`config.mk`:
```
export PLATFORM = sky130hd
export DESIGN_NAME = phased_message_poll_scheduler
export DESIGN_NICKNAME = d
export VERILOG_FILES = /design/src/hw/rtl/pmps_pkg.sv /design/src/hw/rtl/phased_message_poll_scheduler.sv
export SDC_FILE = /design/constraint.sdc
export NUM_CORES = 1
export LEC_CHECK = 0
export BUFFER_PORTS_ARGS = -buffer_cell sky130_fd_sc_hd__buf_2
export CAP_MARGIN = 20
export CORE_MARGIN = 2
export CORE_UTILIZATION = 30
export DETAILED_ROUTE_END_ITERATION = 6
export PLACE_DENSITY = 0.46
export SLEW_MARGIN = 20
export SYNTH_ARGS = -nofsm -noshare
export SYNTH_HDL_FRONTEND = slang
export SYNTH_SLANG_ARGS = --single-unit
```
`constraint.sdc`:
```
create_clock -name clk_i -period 8.9 [get_ports clk_i]
set_clock_uncertainty 0.2 [all_clocks]
set_input_delay 1.78 -clock clk_i [delete_from_list [all_inputs] [get_ports clk_i]]
set_output_delay 1.78 -clock clk_i [all_outputs]
set_load 0.02 [all_outputs]
```
`src/hw/rtl/pmps_pkg.sv`:
```
// Package for the phased message poll scheduler: phase codes, microcode word
// layout, micro-addresses and the control store. No dependencies.
package pmps_pkg;

  localparam int unsigned LIST_DEPTH = 8;
  localparam int unsigned STEP_GUARD = 12;
  localparam logic [31:0] IDLE_WAIT_MS = 32'd1000;

  localparam int unsigned GUARD_W = $clog2(STEP_GUARD + 2);
  localparam int unsigned UPC_W   = 5;

  // Configuration register indexes
  localparam logic [2:0] REG_INIT_LIST    = 3'd0;
  localparam logic [2:0] REG_FAST_LIST    = 3'd1;
  localparam logic [2:0] REG_SLOW_LIST    = 3'd2;
  localparam logic [2:0] REG_LIST_LENGTHS = 3'd3;
  localparam logic [2:0] REG_TX_GAP_MS    = 3'd4;
  localparam logic [2:0] REG_SLOW_GAP_MS  = 3'd5;
  localparam logic [2:0] REG_FAST_ROUNDS  = 3'd6;

  typedef enum logic [1:0] {
    PH_INIT = 2'd0,
    PH_FAST = 2'd1,
    PH_GAP  = 2'd2,
    PH_SLOW = 2'd3
  } phase_e;

  typedef enum logic [3:0] {
    OP_NOP,
    OP_GUARD_INC,
    OP_ENTER_FAST,
    OP_SEND,
    OP_ROUND_NEXT,
    OP_GO_GAP,
    OP_IDLE_WAIT,
    OP_GO_SLOW,
    OP_EMIT
  } op_e;

  typedef enum logic [1:0] {
    NX_SEQ,
    NX_JUMP,
    NX_BRANCH,
    NX_DISPATCH
  } nxt_e;

  typedef enum logic [2:0] {
    C_NONE,
    C_NOT_DUE,
    C_IDX_GE_N,
    C_IDX_LT_N,
    C_LIST_EMPTY,
    C_RC_LT_ROUNDS
  } cond_e;

  typedef enum logic [1:0] {
    LS_INIT,
    LS_FAST,
    LS_SLOW
  } list_sel_e;

  typedef struct packed {
    op_e              op;
    nxt_e             nxt;
    cond_e            cond;
    list_sel_e        sel;
    logic [UPC_W-1:0] target;
  } ucode_t;

  // Micro-addresses
  localparam logic [UPC_W-1:0] UA_CHK      = 5'd0;
  localparam logic [UPC_W-1:0] UA_DSP      = 5'd1;
  localparam logic [UPC_W-1:0] UA_INIT     = 5'd2;
  localparam logic [UPC_W-1:0] UA_INIT_TX  = 5'd3;
  localparam logic [UPC_W-1:0] UA_EF       = 5'd4;
  localparam logic [UPC_W-1:0] UA_FAST     = 5'd5;
  localparam logic [UPC_W-1:0] UA_FAST_IX  = 5'd6;
  localparam logic [UPC_W-1:0] UA_FAST_RND = 5'd7;
  localparam logic [UPC_W-1:0] UA_FAST_RC  = 5'd8;
  localparam logic [UPC_W-1:0] UA_FAST_END = 5'd9;
  localparam logic [UPC_W-1:0] UA_FAST_TX  = 5'd10;
  localparam logic [UPC_W-1:0] UA_FAST_NIL = 5'd11;
  localparam logic [UPC_W-1:0] UA_NIL_GAP  = 5'd12;
  localparam logic [UPC_W-1:0] UA_NIL_IDLE = 5'd13;
  localparam logic [UPC_W-1:0] UA_GAP      = 5'd14;
  localparam logic [UPC_W-1:0] UA_SLOW     = 5'd15;
  localparam logic [UPC_W-1:0] UA_SLOW_TX  = 5'd16;
  localparam logic [UPC_W-1:0] UA_EMIT     = 5'd17;

  function automatic ucode_t uw(op_e op, nxt_e nxt, cond_e cond, list_sel_e sel,
                                logic [UPC_W-1:0] target);
    ucode_t w;
    w.op     = op;
    w.nxt    = nxt;
    w.cond   = cond;
    w.sel    = sel;
    w.target = target;
    return w;
  endfunction

  // Control store: one word per step
  function automatic ucode_t ucode_rom(logic [UPC_W-1:0] a);
    ucode_t w;
    unique case (a)
      UA_CHK:      w = uw(OP_GUARD_INC,  NX_BRANCH,   C_NOT_DUE,      LS_INIT, UA_EMIT);
      UA_DSP:      w = uw(OP_NOP,        NX_DISPATCH, C_NONE,         LS_INIT, UA_CHK);
      UA_INIT:     w = uw(OP_NOP,        NX_BRANCH,   C_IDX_GE_N,     LS_INIT, UA_EF);
      UA_INIT_TX:  w = uw(OP_SEND,       NX_JUMP,     C_NONE,         LS_INIT, UA_EMIT);
      UA_EF:       w = uw(OP_ENTER_FAST, NX_JUMP,     C_NONE,         LS_INIT, UA_CHK);
      UA_FAST:     w = uw(OP_NOP,        NX_BRANCH,   C_LIST_EMPTY,   LS_FAST, UA_FAST_NIL);
      UA_FAST_IX:  w = uw(OP_NOP,        NX_BRANCH,   C_IDX_LT_N,     LS_FAST, UA_FAST_TX);
      UA_FAST_RND: w = uw(OP_ROUND_NEXT, NX_SEQ,      C_NONE,         LS_FAST, UA_CHK);
      UA_FAST_RC:  w = uw(OP_NOP,        NX_BRANCH,   C_RC_LT_ROUNDS, LS_FAST, UA_FAST_TX);
      UA_FAST_END: w = uw(OP_GO_GAP,     NX_JUMP,     C_NONE,         LS_FAST, UA_EMIT);
      UA_FAST_TX:  w = uw(OP_SEND,       NX_JUMP,     C_NONE,         LS_FAST, UA_EMIT);
      UA_FAST_NIL: w = uw(OP_NOP,        NX_BRANCH,   C_LIST_EMPTY,   LS_SLOW, UA_NIL_IDLE);
      UA_NIL_GAP:  w = uw(OP_GO_GAP,     NX_JUMP,     C_NONE,         LS_FAST, UA_EMIT);
      UA_NIL_IDLE: w = uw(OP_IDLE_WAIT,  NX_JUMP,     C_NONE,         LS_FAST, UA_EMIT);
      UA_GAP:      w = uw(OP_GO_SLOW,    NX_JUMP,     C_NONE,         LS_SLOW, UA_CHK);
      UA_SLOW:     w = uw(OP_NOP,        NX_BRANCH,   C_IDX_GE_N,     LS_SLOW, UA_EF);
      UA_SLOW_TX:  w = uw(OP_SEND,       NX_JUMP,     C_NONE,         LS_SLOW, UA_EMIT);
      UA_EMIT:     w = uw(OP_EMIT,       NX_JUMP,     C_NONE,         LS_INIT, UA_EMIT);
      default:     w = uw(OP_NOP,        NX_JUMP,     C_NONE,         LS_INIT, UA_EMIT);
    endcase
    return w;
  endfunction

  function automatic logic [UPC_W-1:0] dispatch_addr(phase_e ph);
    logic [UPC_W-1:0] a;
    unique case (ph)
      PH_INIT: a = UA_INIT;
      PH_FAST: a = UA_FAST;
      PH_GAP:  a = UA_GAP;
      PH_SLOW: a = UA_SLOW;
      default: a = UA_EMIT;
    endcase
    return a;
  endfunction

  // Entry count, saturated to the list depth
  function automatic logic [3:0] count_sat(logic [3:0] raw);
    logic [3:0] lim;
    lim = 4'(LIST_DEPTH);
    return (raw > lim) ? lim : raw;
  endfunction

endpackage

```
`src/hw/rtl/phased_message_poll_scheduler.sv`:
```
// Phased message poll scheduler top level: microcoded sequencer and datapath.
// Depends on pmps_pkg (control store, phase codes, constants).
//
// Usage
//   Input channel (in_valid_i / in_ready_o) carries one poll item: now_ms_i,
//   the free-running millisecond time. Output channel (out_valid_o /
//   out_ready_i) returns exactly one item per poll: send_o, entry_id_o and
//   phase_now_o (phase after the poll). A poll that is not yet due returns
//   send_o = 0 and leaves the schedule untouched.
//   Configuration is a plain write port (cfg_we_i, cfg_index_i, cfg_wdata_i),
//   taken at any edge with cfg_we_i high; write only while the block is idle.
// Sequencing
//   One item at a time. A poll that is not due goes from the due check to the
//   emit step; a send passes dispatch and the list checks, a fast send that
//   wraps a round also the round steps, and the longest chain runs from the gap
//   through an empty slow list to a fast send. The microprogram runs one control
//   word per cycle unless held on emit; each pass re-checks the due time and
//   the step guard. in_ready_o rises again in the cycle the result is loaded
//   into the output register, so a new poll is taken while that result waits.
// Reset
//   Clears the schedule (start-up phase, due time 0) and loads the register
//   defaults. Nothing to sweep; the first poll may follow at once.
// Stall
//   If the output register still holds an untaken item, hold the sequencer
//   on its emit step until the receiver takes it.
module phased_message_poll_scheduler (
  input  logic        clk_i,
  input  logic        rst_ni,
  input  logic        cfg_we_i,
  input  logic [2:0]  cfg_index_i,
  input  logic [63:0] cfg_wdata_i,
  input  logic        in_valid_i,
  output logic        in_ready_o,
  input  logic [31:0] now_ms_i,
  output logic        out_valid_o,
  input  logic        out_ready_i,
  output logic        send_o,
  output logic [7:0]  entry_id_o,
  output logic [1:0]  phase_now_o
);
  import pmps_pkg::*;

  localparam logic [GUARD_W-1:0] GUARD_LIM = GUARD_W'(STEP_GUARD);

  // Configuration registers
  logic [63:0] init_list_q, fast_list_q, slow_list_q;
  logic [11:0] list_lengths_q;
  logic [15:0] tx_gap_ms_q, slow_gap_ms_q;
  logic [7:0]  fast_rounds_q;

  // Schedule state
  phase_e      phase_q, phase_d;
  logic [3:0]  entry_index_q, entry_index_d;
  logic [7:0]  round_count_q, round_count_d;
  logic [31:0] due_time_q, due_time_d;

  // Per-poll working registers
  logic               busy_q, busy_d;
  logic [UPC_W-1:0]   upc_q, upc_d;
  logic [GUARD_W-1:0] guard_q, guard_d;
  logic [31:0]        now_q;
  logic               send_q, send_d;
  logic [7:0]         id_q, id_d;

  // Output register
  logic       out_valid_q, out_valid_d;
  logic       out_send_q;
  logic [7:0] out_id_q;
  logic [1:0] out_phase_q;

  ucode_t      uw_c;
  logic [3:0]  sel_count;
  logic [63:0] sel_list;
  logic [7:0]  sel_entry;
  logic [31:0] diff;
  logic        not_due;
  logic        cond_true;
  logic        emit_go;
  logic        in_acc;
  logic [31:0] due_addend;
  logic [31:0] due_sum;

  assign uw_c        = ucode_rom(upc_q);
  assign in_ready_o  = ~busy_q;
  assign in_acc      = in_valid_i & in_ready_o;
  assign out_valid_o = out_valid_q;
  assign send_o      = out_send_q;
  assign entry_id_o  = out_id_q;
  assign phase_now_o = out_phase_q;

  // List selected by the current control word
  always_comb begin
    unique case (uw_c.sel)
      LS_INIT: begin
        sel_count = count_sat(list_lengths_q[3:0]);
        sel_list  = init_list_q;
      end
      LS_FAST: begin
        sel_count = count_sat(list_lengths_q[7:4]);
        sel_list  = fast_list_q;
      end
      LS_SLOW: begin
        sel_count = count_sat(list_lengths_q[11:8]);
        sel_list  = slow_list_q;
      end
      default: begin
        sel_count = '0;
        sel_list  = '0;
      end
    endcase
  end

  assign sel_entry = sel_list[8*entry_index_q[2:0] +: 8];

  // Wrap-aware due check: negative difference, or a spent step guard, means not yet due
  assign diff    = now_q - due_time_q;
  assign not_due = diff[31] | (guard_q >= GUARD_LIM);

  always_comb begin
    unique case (uw_c.cond)
      C_NOT_DUE:      cond_true = not_due;
      C_IDX_GE_N:     cond_true = entry_index_q >= sel_count;
      C_IDX_LT_N:     cond_true = entry_index_q < sel_count;
      C_LIST_EMPTY:   cond_true = sel_count == 4'd0;
      C_RC_LT_ROUNDS: cond_true = round_count_q < fast_rounds_q;
      default:        cond_true = 1'b0;
    endcase
  end

  // Emit only when the output register is free or being drained
  assign emit_go = ~out_valid_q | out_ready_i;

  // Next micro-address
  always_comb begin
    busy_d = busy_q;
    upc_d  = upc_q;
    if (in_acc) begin
      busy_d = 1'b1;
      upc_d  = UA_CHK;
    end else if (busy_q) begin
      if (uw_c.op == OP_EMIT) begin
        if (emit_go) begin
          busy_d = 1'b0;
        end
      end else begin
        unique case (uw_c.nxt)
          NX_SEQ:      upc_d = upc_q + 1'b1;
          NX_JUMP:     upc_d = uw_c.target;
          NX_BRANCH:   upc_d = cond_true ? uw_c.target : upc_q + 1'b1;
          NX_DISPATCH: upc_d = dispatch_addr(phase_q);
          default:     upc_d = UA_EMIT;
        endcase
      end
    end
  end

  // One adder serves every due-time update
  always_comb begin
    unique case (uw_c.op)
      OP_SEND:      due_addend = {16'd0, tx_gap_ms_q};
      OP_GO_GAP:    due_addend = {16'd0, slow_gap_ms_q};
      OP_IDLE_WAIT: due_addend = IDLE_WAIT_MS;
      default:      due_addend = '0;
    endcase
  end
  assign due_sum = now_q + due_addend;

  // Datapath actions of the current control word
  always_comb begin
    phase_d       = phase_q;
    entry_index_d = entry_index_q;
    round_count_d = round_count_q;
    due_time_d    = due_time_q;
    guard_d       = guard_q;
    send_d        = send_q;
    id_d          = id_q;
    out_valid_d   = out_valid_q & ~out_ready_i;
    if (in_acc) begin
      guard_d = '0;
      send_d  = 1'b0;
      id_d    = '0;
    end else if (busy_q) begin
      unique case (uw_c.op)
        OP_NOP: ;
        OP_GUARD_INC: begin
          if (!not_due) guard_d = guard_q + 1'b1;
        end
        OP_ENTER_FAST: begin
          phase_d       = PH_FAST;
          entry_index_d = '0;
          round_count_d = '0;
          due_time_d    = due_sum;
        end
        OP_SEND: begin
          send_d        = 1'b1;
          id_d          = sel_entry;
          entry_index_d = entry_index_q + 1'b1;
          due_time_d    = due_sum;
        end
        OP_ROUND_NEXT: begin
          entry_index_d = '0;
          round_count_d = round_count_q + 1'b1;
        end
        OP_GO_GAP: begin
          phase_d    = PH_GAP;
          due_time_d = due_sum;
        end
        OP_IDLE_WAIT: due_time_d = due_sum;
        OP_GO_SLOW: begin
          phase_d       = PH_SLOW;
          entry_index_d = '0;
          due_time_d    = due_sum;
        end
        OP_EMIT: begin
          if (emit_go) out_valid_d = 1'b1;
        end
        default: ;
      endcase
    end
  end

  always_ff @(posedge clk_i or negedge rst_ni) begin
    if (!rst_ni) begin
      init_list_q    <= '0;
      fast_list_q    <= '0;
      slow_list_q    <= '0;
      list_lengths_q <= '0;
      tx_gap_ms_q    <= 16'd1;
      slow_gap_ms_q  <= 16'd10;
      fast_rounds_q  <= 8'd25;
    end else if (cfg_we_i) begin
      unique case (cfg_index_i)
        REG_INIT_LIST:    init_list_q    <= cfg_wdata_i;
        REG_FAST_LIST:    fast_list_q    <= cfg_wdata_i;
        REG_SLOW_LIST:    slow_list_q    <= cfg_wdata_i;
        REG_LIST_LENGTHS: list_lengths_q <= cfg_wdata_i[11:0];
        REG_TX_GAP_MS:    tx_gap_ms_q    <= cfg_wdata_i[15:0];
        REG_SLOW_GAP_MS:  slow_gap_ms_q  <= cfg_wdata_i[15:0];
        REG_FAST_ROUNDS:  fast_rounds_q  <= cfg_wdata_i[7:0];
        default: ;
      endcase
    end
  end

  always_ff @(posedge clk_i or negedge rst_ni) begin
    if (!rst_ni) begin
      phase_q       <= PH_INIT;
      entry_index_q <= '0;
      round_count_q <= '0;
      due_time_q    <= '0;
      busy_q        <= 1'b0;
      upc_q         <= UA_CHK;
      guard_q       <= '0;
      send_q        <= 1'b0;
      out_valid_q   <= 1'b0;
    end else begin
      phase_q       <= phase_d;
      entry_index_q <= entry_index_d;
      round_count_q <= round_count_d;
      due_time_q    <= due_time_d;
      busy_q        <= busy_d;
      upc_q         <= upc_d;
      guard_q       <= guard_d;
      send_q        <= send_d;
      out_valid_q   <= out_valid_d;
    end
  end

  // Payload registers
  always_ff @(posedge clk_i) begin
    id_q <= id_d;
    if (in_acc) now_q <= now_ms_i;
    if (busy_q && uw_c.op == OP_EMIT && emit_go) begin
      out_send_q  <= send_q;
      out_id_q    <= id_q;
      out_phase_q <= phase_q;
    end
  end

  // Assertions
  a_accept_starts: assert property (@(posedge clk_i) disable iff (!rst_ni)
    in_valid_i && in_ready_o |=> busy_q && upc_q == UA_CHK)
    else $error("poll accepted but sequencer not started");

  a_upc_range: assert property (@(posedge clk_i) disable iff (!rst_ni)
    busy_q |-> upc_q <= UA_EMIT)
    else $error("micro-address out of range");

  a_guard_bound: assert property (@(posedge clk_i) disable iff (!rst_ni)
    guard_q <= GUARD_LIM)
    else $error("step guard overrun");

  a_index_bound: assert property (@(posedge clk_i) disable iff (!rst_ni)
    entry_index_q <= 4'(LIST_DEPTH))
    else $error("entry index past list depth");

  a_id_quiet: assert property (@(posedge clk_i) disable iff (!rst_ni)
    out_valid_o && !send_o |-> entry_id_o == 8'd0)
    else $error("entry id set without send");

endmodule
```
# Word-level counts from Yosys, hierarchy flattened
# Memories as Yosys holds them, arrays and structs flattened.
# Index checks and enable logic that the tools add are counted.
# word_totals
out_inout_bits	13
memories	1
in_bits	104
ramBits	0
ff_bits	353
latch_bits	0
romBits	512
# op_classes
eq_ne	29
n_mul	0
div_mod_pow	0
mux	31
addsub	6
reduce_logical	30
order_cmp	7
n_bitwise	8
n_shift	1
# mem_list
memory	words	word_bits	rd	rd_clocked_by_memory_dff	wr	line	source
(no name shown)	32	16	1	0	0	pmps_pkg.sv:104	unique case (a)
# op_table
operator	n
case mux 64 bit (3 select lines)	1
indexed part select 64 x 7 -> 8 bit	1
case mux 16 bit (3 select lines)	1
case mux 5 bit (4 select lines)	2
adder 32 bit	1
subtractor 32 bit	1
2-to-1 mux 4 bit	7
2-to-1 mux 5 bit	4
AND reduction 2 bit	10
equality test 4 x 3 -> 1 bit, second input constant	4
case mux 8 bit (2 select lines)	1
equality test 3 bit, second input constant	5
AND reduction 3 bit	5
equality test 3 x 2 -> 1 bit, second input constant	4
> comparator 4 bit, second input constant	3
case mux 4 bit (3 select lines)	1
2-to-1 mux 1 bit	11
equality test 2 bit, second input constant	5
nonzero test 2 bit	5
adder 4 x 1 -> 4 bit, second input constant	2
adder 8 x 1 -> 8 bit, second input constant	1
equality test 4 x 2 -> 1 bit, second input constant	2
< comparator 8 bit	1
case mux 4 bit (2 select lines)	1
other kinds (22)	33

# Depth between registers and ports, before layout
# Gate-level depths: netlist (run 1).
# logic_depth
word_depth	10
ltp_mapped	22
ltp_nobuf	20

# Least setup slack after synthesis (run 1)
# No wires, ideal clock.
# synth_path
path_type	reg2reg
from	register upc_q[0]
to	register due_time_q[28]
path_stages_with_launch	21
required_time_ns	8.567
period_less_slack_ns	5.106
path_slack_ns	3.794
arrival_time_ns	4.773
path_buffers	2
setup_time_ns	0.133
path_cell_list	dfrtp_1 > clkbuf_1 > inv_1 > ha_1 > nor2_1 > nand2_1 > a21oi_2 > nor2_1 > nor4_1 > clkbuf_1 > a22o_1 > ha_1 > nor2b_1 > o31a_1 > o211ai_1 > a21oi_1 > o31a_1 > a221oi_2 > nor3_1 > xnor2_1 > o21ai_0
# synth_via
elab_chain_cells	4
elab_cells_between_ends	10
# synth_lines
element	line	source
from (decl)	phased_message_poll_scheduler.sv:59	logic [UPC_W-1:0] upc_q, upc_d;
from (signal assigned)	phased_message_poll_scheduler.sv:262	upc_q <= upc_d;
memory read (32 x 16 bit) *	-	
equality test 4 x 3 -> 1 bit (tied with other cells)	phased_message_poll_scheduler.sv:159, phased_message_poll_scheduler.sv:183	
case mux 16 bit (3 select lines) or OR reduction 5 bit (tied branches)	-	
adder 32 bit or AND reduction 3 bit (tied branches)	-	
to (signal assigned)	phased_message_poll_scheduler.sv:260	due_time_q <= due_time_d;
to (decl)	phased_message_poll_scheduler.sv:55	logic [31:0] due_time_q, due_time_d;
# Mark *: on every way between the ends. The rest lies on a longest branch, timed or not.
# A chain may end at the register's enable or synchronous reset.

# Worst setup path after layout (run 1)
# Same ends and word-level chain as after synthesis.

==> results of run 1 <==
-- metrics by stage --
step                setup slack (ps)  cells  instance area, um2  hold slack [ps]  utilization
detailed placement              2950   2289               19200              231        0.327
global route                    2410   2373               20700              253        0.353
finish                          2880   2375               20700              243        0.353
global placement                3050   2289               19200              235        0.327
CTS                             2930   2370               20700              247        0.352
floorplan                       3790   1460               17800              208            -
-- state kept, by name, indices dropped and copies added (netlist names), 4 cells and up --
name            count
slow_list_q        64
slow_gap_ms_q      16
entry_id_o          8
fast_list_q        64
round_count_q       8
guard_q             4
now_q              32
id_q                8
due_time_q         32
entry_index_q       4
list_lengths_q     12
init_list_q        64
fast_rounds_q       8
upc_q               5
tx_gap_ms_q        16
-- critical path: stages (launching register included) --
cell,delay (ps)
dfrtp_1,550
inv_1,140
ha_1,410
nor2_1,250
nand2_1,140
a21oi_2,300
nor2_1,160
nor4_2,670
buf_4,360
a22o_1,180
ha_1,250
nor2b_1,160
o31a_1,280
o211ai_1,230
a21oi_1,160
o31a_1,350
a221oi_2,660
nor3_1,170
xnor2_1,160
o21ai_0,80
-- cells by family after synthesis --
logic type | count (synthesis)
XOR/XNOR | 40
flip-flops | 353
AO/OA/AOI/OAI | 271
multiplexers | 324
adder cells (fa/ha/maj) | 69
buffers and inverters | 138
AND/OR/NAND/NOR | 265
-- report_power, final --
group	internal [W]	switching (W)	leakage [nW]
Clock	0.00107	0.000725	0.719
Combinational	0.00114	0.00142	3.95
Sequential	0.00203	0.000241	4.10
Total	0.00424	0.00239	8.76
-- path summary, 6_finish.rpt --
check | from | endpoint | cells past startpoint
worst max-delay path | upc_q[0]$_DFFE_PN0P_ | due_time_q[28]$_DFFE_PN0P_ | 19
worst min-delay path | id_q[4]$_SDFFE_PP0P_ | entry_id_o[4]$_DFFE_PP_ | 0
worst max register to register | upc_q[0]$_DFFE_PN0P_ | due_time_q[28]$_DFFE_PN0P_ | 19
worst min register to register | id_q[4]$_SDFFE_PP0P_ | entry_id_o[4]$_DFFE_PP_ | 0
max in group asynchronous | rst_ni | entry_index_q[3]$_DFFE_PN0P_ | 3
min in group asynchronous | rst_ni | slow_list_q[28]$_DFFE_PN0P_ | 1
-- cell type report --
class                   count  area share
flip-flops and latches    353       0.435
multi-input cells         969       0.398
clock buffers              58      0.0595
well taps                 773      0.0467
repair buffers            137      0.0380
clock inverters            23      0.0114
inverters                  59      0.0107
diodes                      3    0.000362
-- cells in the mapped netlist (all sizes together) (7+ instances only) --
cell type	count
or3	13
mux2	318
a21oi	49
nand2b	19
xnor2	16
a21o	14
inv	59
dfxtp	8
xor2	24
nand4	16
dfrtp	296
nor3	31
nand2	75
clkbuf	54
and3	7
a221oi	65
a211oi	8
o21ai	54
a221o	7
nor2	45
edfxtp	43
nand3	18
nor2b	13
buf	25
ha	68
a32o	8
a22o	9
-- per-layer routing --
| metal | GRT usage | vias up | part of all wire |
|---|---|---|---|
| met3 | 0.0258 | 57 | 0.036 |
| met1 | 0.219 | 6066 | 0.48 |
| met5 | 0 | - | 0.00027 |
| met4 | 0.0426 | 2 | 0.020 |
| li1 | - | 5660 | - |
| met2 | 0.249 | 178 | 0.46 |
==> out/metrics.cfg, run 1 <==
[outcome]
status = completed

[detailed_routing]
viasPerCell = 5.04
dr.pass1.iters = 5
wl_per_cell_um = 20.0
wirelength_um = 47400
antenna_left = 0
route.detailed.drc = 0
drt_iter0_markers = 544
vias = 12000

[synth]
synthAdderAreaFrac = 0.0490
yosys.area.top_type = dfrtp_1
yosys.area.top_type_share = 0.417
synth_compound_area_frac = 0.112
synth_xor_area_frac = 0.0197
yosysUniqueCellTypes = 77
synth.avg_cell_area_um2 = 12.2
synth_edf_count = 43
syn-cell-area_mm2 = 0.0178
async_flop_share = 0.856
synthFlopType = dfrtp_1
ys_top_cells_by_area = dfrtp_1, mux2_2, edfxtp_1, ha_1, a221oi_1
synth-simple-area-share = 0.0753
synth_cells = 1460
synth_top_family_by_area = multiplexers
seq_area_frac_synth = 0.507
ys_ff_latch = 353
synth_fp_nets = 1633
yosys_warnings = 0
yosys-mux-area-fraction = 0.206

[floorplanning]
initial_core_util = 0.302
die_x_um = 247
fp-row-count = 89
die_y_um = 247
dieArea_mm2 = 0.0612
io_pins = 117
coreArea_mm2 = 0.0588

[finish]
drive_gt1_frac = 0.347
register_area_mm2 = 0.00902
area_delta_synth_final_pct = 16.6
fill_cells = 5921
final_nets = 1737
layout_common_cells = mux2_2, dfrtp_1, buf_2
final_common_cell = mux2_2
multi_input_area_mm2 = 0.00826

[timing]
worst-slew-pin-transition_ps = 1090
rsz0062_at_grt = no
finalMaxSlewViolations = 0
min_period_ps = 6020
setup_violations = 0
hold_viol = 0
period_share = 0.676
fmax_mhz = 166
slew_headroom = 0.272
fin_setup_tns_ps = 0

[critical_path]
worstSetupPathType = reg -> reg
crit_arrival_ps = 6240
cp-end-kind = flip-flop
reg2reg_slack_ps = 2880
cp-start-kind = flip-flop
cp_max_fo = 16
required_ps = 9120

[pwr]
p_total_w = 0.00662
vdd.ir_drop.worst_v = 0.000141
powerDensity_mw_per_mm2 = 319
power.leakage_nw = 8.76

[placement]
gp_congestion = 0.830
hpwl_um = 30900
numPortBuffers = 116

[clocking]
cts_tree = yes
cts_buffers = 44
cts_hold_buf = 0
clk_pin_slew_worst_paths_ps = 60
clockBufferDepth = 3
cts.repair.resized = 0
cts_root_buffer = clkbuf_16
clk_latency_ps = 570
cts.sinks = 353
postCtsSetupBuffers = 0
htree_num_levels = 2

[worst_hold_path]
hold_class = reg -> reg

[job]
cap_violations = 0

[grt]
grt.total_usage = 0.156
overflow = 0
grt_pass1_vias = 12400
grt_pass1_wl_um = 73700
grt_antenna_before_repair = 4
grt_max_degree = 133

(Power assumes the default switching activity.)
==> run 2, diff against run 1 <==
Clock period 8.9 ns to 5.95 ns, I/O delays scaled along.
==> run 2 against run 1 <==
Net effect:
- critical path type unchanged
- largest cell class unchanged
- maximum frequency up 12%
- first-iteration DRC count down 6.1%
- combinational power up 51%
==> out/metrics.cfg, run 2 (same netlist as run 1, synthesis figures left out) <==
[outcome]
status = completed

[critical_path]
r2r.worst_path.cells = 22
r2r_end = due_time_q[26]$_DFFE_PN0P_
cp-start-kind = flip-flop
cp-end-kind = flip-flop
worstSetupPathType = reg -> reg
crit_start = upc_q[0]$_DFFE_PN0P_
cp_max_fo = 12
r2r_start = upc_q[0]$_DFFE_PN0P_
required_ps = 6160
crit_arrival_ps = 5570
reg2reg_slack_ps = 590

[finish]
final_cells = 2373
area_delta_synth_final_pct = 15.9
fill_cells = 5917
layout_common_cells = mux2_2, dfrtp_1, buf_2
drive_gt1_frac = 0.342
final_nets = 1739
top_regs = fast_list_q x64, init_list_q x64, slow_list_q x64
final_common_cell = mux2_2

[placement]
gp_congestion = 0.828
numPortBuffers = 116
hpwl_um = 31800
dp_cells = 2294

[detailed_routing]
wirelength_um = 47800
dr.pass1.iters = 7
wl_per_cell_um = 20.2
antenna_left = 0
viasPerCell = 5.03
drt_iter0_markers = 511
route.detailed.drc = 0
vias = 11900

[floorplanning]
die_x_um = 247
io_pins = 117
fp-row-count = 89
coreArea_mm2 = 0.0588
die_y_um = 247
dieArea_mm2 = 0.0612
initial_core_util = 0.302

[timing]
min_period_ps = 5360
slew_headroom = 0.315
hold_viol = 0
fmax_mhz = 186
fin_setup_tns_ps = 0
finalMaxSlewViolations = 0
setup_violations = 0
period_share = 0.901
rsz0062_at_grt = no
whs_ps = 242
worst-slew-pin-transition_ps = 1030

[worst_hold_path]
min_path_cells = 0
min_to = entry_id_o[4]$_DFFE_PP_
hold_class = reg -> reg
min-delay-start = id_q[4]$_SDFFE_PP0P_

[grt]
grt_antenna_before_repair = 4
grt.total_usage = 0.158
grt_pass1_wl_um = 74700
overflow = 0
grt_pass1_vias = 12400
grt_max_degree = 103

[pwr]
vdd.ir_drop.worst_v = 0.000232
power.leakage_nw = 8.70
powerDensity_mw_per_mm2 = 474
p_total_w = 0.00976

[clocking]
clk_pin_slew_worst_paths_ps = 60
cts.sinks = 353
cts_buffers = 43
cts.repair.resized = 0
cts_hold_buf = 0
clk_latency_ps = 570
cts_root_buffer = clkbuf_16
htree_num_levels = 2
postCtsSetupBuffers = 0
clockBufferDepth = 3
cts_tree = yes

[job]
cap_violations = 0

==> run 2: cell count changes in the layout (fill, tap and decap cells not counted), moves of 2 or more <==
cell,previous run,this run
bufinv_16,3,0
clkinv_2,8,6
clkinv_1,3,1
clkbuf_1,6,16
clkinv_8,3,1
buf_16,2,0
clkinvlp_4,3,0
clkbuf_8,8,6
buf_4,19,23
==> run 2: per-stage QoR <==
stage,area (um2),setup slack (ps),utilization
detailed placement,19200,606,0.327
floorplan,17800,844,-
CTS,20600,590,0.350
global placement,19200,710,0.327
global route,20600,132,0.350
finish,20600,588,0.350
==> run 2: metal layers <==
metal / GRT usage / routed length, um
met1: 0.223 / 22900
met2: 0.251 / 22200
met3: 0.0284 / 1870
met4: 0.0372 / 876
met5: 0 / 23
==> run 2: critical path, cell delays in order, from the launching register on <==
cell and delay (ps):
dfrtp_1 530, inv_1 150, ha_1 400, nor2_1 250, nand2_1 140, a21oi_2 320
nor2_1 160, nor4_2 390, buf_4 200, a22o_1 150, ha_1 160, inv_1 50
fa_1 400, nor2b_1 170, o31a_1 200, o211ai_1 130, a21oi_1 270, o31a_1 220
a221oi_2 70, buf_4 180, nor3_1 220, xnor2_1 140, o21ai_0 100
==> run 2: report_power, final <==
group | switching, W | internal (W)
combinational | 0.00216 | 0.00171
clock | 0.00106 | 0.00145
sequential | 0.000357 | 0.00303
==> run 2: area by class of cell <==
type / count / area [um2] / share of cell area
Sequential cell: 353 / 9020 / 0.438
Multi-Input combinational cell: 969 / 8270 / 0.401
Clock buffer: 66 / 1240 / 0.0604
Tap cell: 773 / 967 / 0.0469
Timing Repair Buffer: 140 / 783 / 0.0380
Inverter: 59 / 221 / 0.0108
Clock inverter: 11 / 97.6 / 0.00474
Antenna cell: 2 / 5.00 / 0.000243
==> run 2: how the worst max path moves through the flow <==
stage | endpoint | slack [ps] | cells past startpoint
global route | due_time_q[30]$_DFFE_PN0P_ | 130 | 22
CTS | due_time_q[26]$_DFFE_PN0P_ | 590 | 22
finish | due_time_q[26]$_DFFE_PN0P_ | 590 | 22
global placement | due_time_q[30]$_DFFE_PN0P_ | 710 | 22
floorplan | due_time_q[28]$_DFFE_PN0P_ | 840 | 20
detailed placement | due_time_q[28]$_DFFE_PN0P_ | 610 | 22
==> run 3, diff against run 2 <==
==> constraint.sdc (replaced) <==
create_clock -name clk_i -period 5.95 [get_ports clk_i]
set_clock_uncertainty 0.2 [all_clocks]
set_input_delay 0 -clock clk_i [delete_from_list [all_inputs] [get_ports clk_i]]
set_output_delay 0 -clock clk_i [all_outputs]
set_load 0.005 [all_outputs]
==> run 3 against run 2 <==
Net effect:
- cell count rose by 6.3%
- sequential cell count did not move
- highest routed layer unchanged
- largest cell class unchanged
- critical path type unchanged
- sequential share of layout area fell by 3.2 points
==> out/metrics.cfg, run 3 (same netlist as run 1, synthesis figures left out) <==
[clocking]
clockBufferDepth = 3
postCtsSetupBuffers = 0
cts.sinks = 353
cts_root_buffer = clkbuf_16
cts.repair.resized = 0
cts_buffers = 42
cts_hold_buf = 155
htree_num_levels = 2
cts_tree = yes
clk_latency_ps = 570
clk_pin_slew_worst_paths_ps = 60

[critical_path]
path_cells = inv_1 -> ha_1 -> nor2_1 -> nand2_1 -> a21oi_2 -> nor2_1 -> nor4_2 -> buf_4 -> buf_4 -> a221o_1 -> ha_1 -> or2_2 -> a2111o_1 -> o211a_1 -> a311o_1 -> nand4_1 -> xor2_1 -> o21ai_0
required_ps = 6170
critPathBufInv = 3
cp-end-kind = flip-flop
r2r_start = upc_q[0]$_DFFE_PN0P_
worstSetupPathType = reg -> reg
crit_path_end = due_time_q[23]$_DFFE_PN0P_
cp-start-kind = flip-flop
crit_family = compound AO/OA/AOI/OAI gates
crit_start = upc_q[0]$_DFFE_PN0P_
cp.depth = 18
crit_slowest_cell = dfrtp_1
critPathMaxStageDelay_ps = 550
r2r.worst_path.cells = 18
r2r_end = due_time_q[23]$_DFFE_PN0P_
reg2reg_slack_ps = 470
cp_max_fo = 19
crit_arrival_ps = 5700

[placement]
gp_congestion = 0.811
post-place-ws_ps = 488
numPortBuffers = 116
hpwl_um = 31400

[finish]
final_common_cell = mux2_2
final_nets = 1890
drive_gt1_frac = 0.315
top_regs = fast_list_q x64, init_list_q x64, slow_list_q x64
layout_common_cells = mux2_2, dfrtp_1, dlygate4sd3_1
antennaDiodeCount = 0
area_delta_synth_final_pct = 25.0

[pwr]
power.leakage_nw = 9.39
powerDensity_mw_per_mm2 = 449
vdd.ir_drop.worst_v = 0.000225

[grt]
grt_pass1_vias = 13100
grt_pass1_wl_um = 77200
grt_antenna_before_repair = 1
overflow = 0
grt.total_usage = 0.162
grt_max_degree = 133

[timing]
min_period_ps = 5480
worst-slew-pin-transition_ps = 1060
fin_setup_tns_ps = 0
period_share = 0.921
fmax_mhz = 182
setup_violations = 0
finalMaxSlewViolations = 0
slew_headroom = 0.292
rsz0062_at_grt = no
hold_viol = 0
layout_setup_ws_ps = 469

[detailed_routing]
viasPerCell = 5.03
antenna_left = 0
drt_iter0_markers = 491
route.detailed.drc = 0
vias = 12700
wl_per_cell_um = 19.5
wirelength_um = 49300
dr.pass1.iters = 4

[outcome]
status = completed

[job]
cap_violations = 0

[floorplanning]
coreArea_mm2 = 0.0588
die_x_um = 247
io_pins = 117
dieArea_mm2 = 0.0612
fp-row-count = 89
die_y_um = 247
initial_core_util = 0.302

[worst_hold_path]
hold_class = in -> reg

-- run 3: cell count changes in the layout (fill, tap and decap cells not counted), sizes merged --
| cell | delta |
|---|---|
| dlygate4sd3 | +154 |
| buf | -2 |
| bufinv | +2 |
| clkbuf | -2 |
| diode | -2 |
| clkinv | -1 |
| inv | +1 |
-- run 3: worst min path at each step --
stage | from | end | slack (ps) | cells after the start
after global placement | rst_ni | init_list_q[28]$_DFFE_PN0P_ | -110 | 1
after floorplan | rst_ni | busy_q$_DFF_PN0_ | -500 | 0
final | cfg_wdata_i[20] | slow_list_q[20]$_DFFE_PN0P_ | 30 | 3
after global routing | cfg_wdata_i[41] | fast_list_q[41]$_DFFE_PN0P_ | 30 | 3
after CTS | cfg_wdata_i[30] | slow_list_q[30]$_DFFE_PN0P_ | 0.2 | 3
after detailed placement | rst_ni | fast_list_q[28]$_DFFE_PN0P_ | -90 | 1
-- run 3: worst min-delay path, cell delays in order --
cell,delay [ps]
dlygate4sd3_1,510
buf_2,130
mux2_2,140
-- run 3: metrics by stage --
| stage | cells | hold WS, ps | util | total power [W] | instance area [um2] |
|---|---|---|---|---|---|
| after floorplan | 1460 | -496 | - | 0.00621 | 17800 |
| after global placement | 2291 | -107 | 0.327 | 0.00726 | 19200 |
| after detailed placement | 2291 | -92.7 | 0.327 | 0.00733 | 19200 |
| after CTS | 2523 | 0.159 | 0.378 | 0.0101 | 22200 |
| after global routing | 2523 | 28.9 | 0.378 | 0.0107 | 22200 |
| final | 2523 | 32.1 | 0.378 | 0.00998 | 22200 |
-- run 3: power by group --
part	internal (W)	total (W)	switching, W
clock	0.00157	0.00265	0.00107
sequential	0.00303	0.00341	0.000379
combinational	0.00178	0.00393	0.00215
total	0.00639	0.00998	0.00360
-- run 3: final cells by class --
type                    count  area, um2
inverters                  59        221
repair buffers            292       2330
well taps                 773        967
fillers                  5776      36600
multi-input cells         969       8260
clock inverters            13        141
flip-flops and latches    353       9020
clock buffers              64       1280
-- run 3: layer usage --
layer  wire length [um]  GRT usage  vias up
li1                   -          -     5942
met1              23600      0.226     6524
met2              23200      0.262      164
met3               1560     0.0257       53
met4                941     0.0405        2
met5                 13          0        -
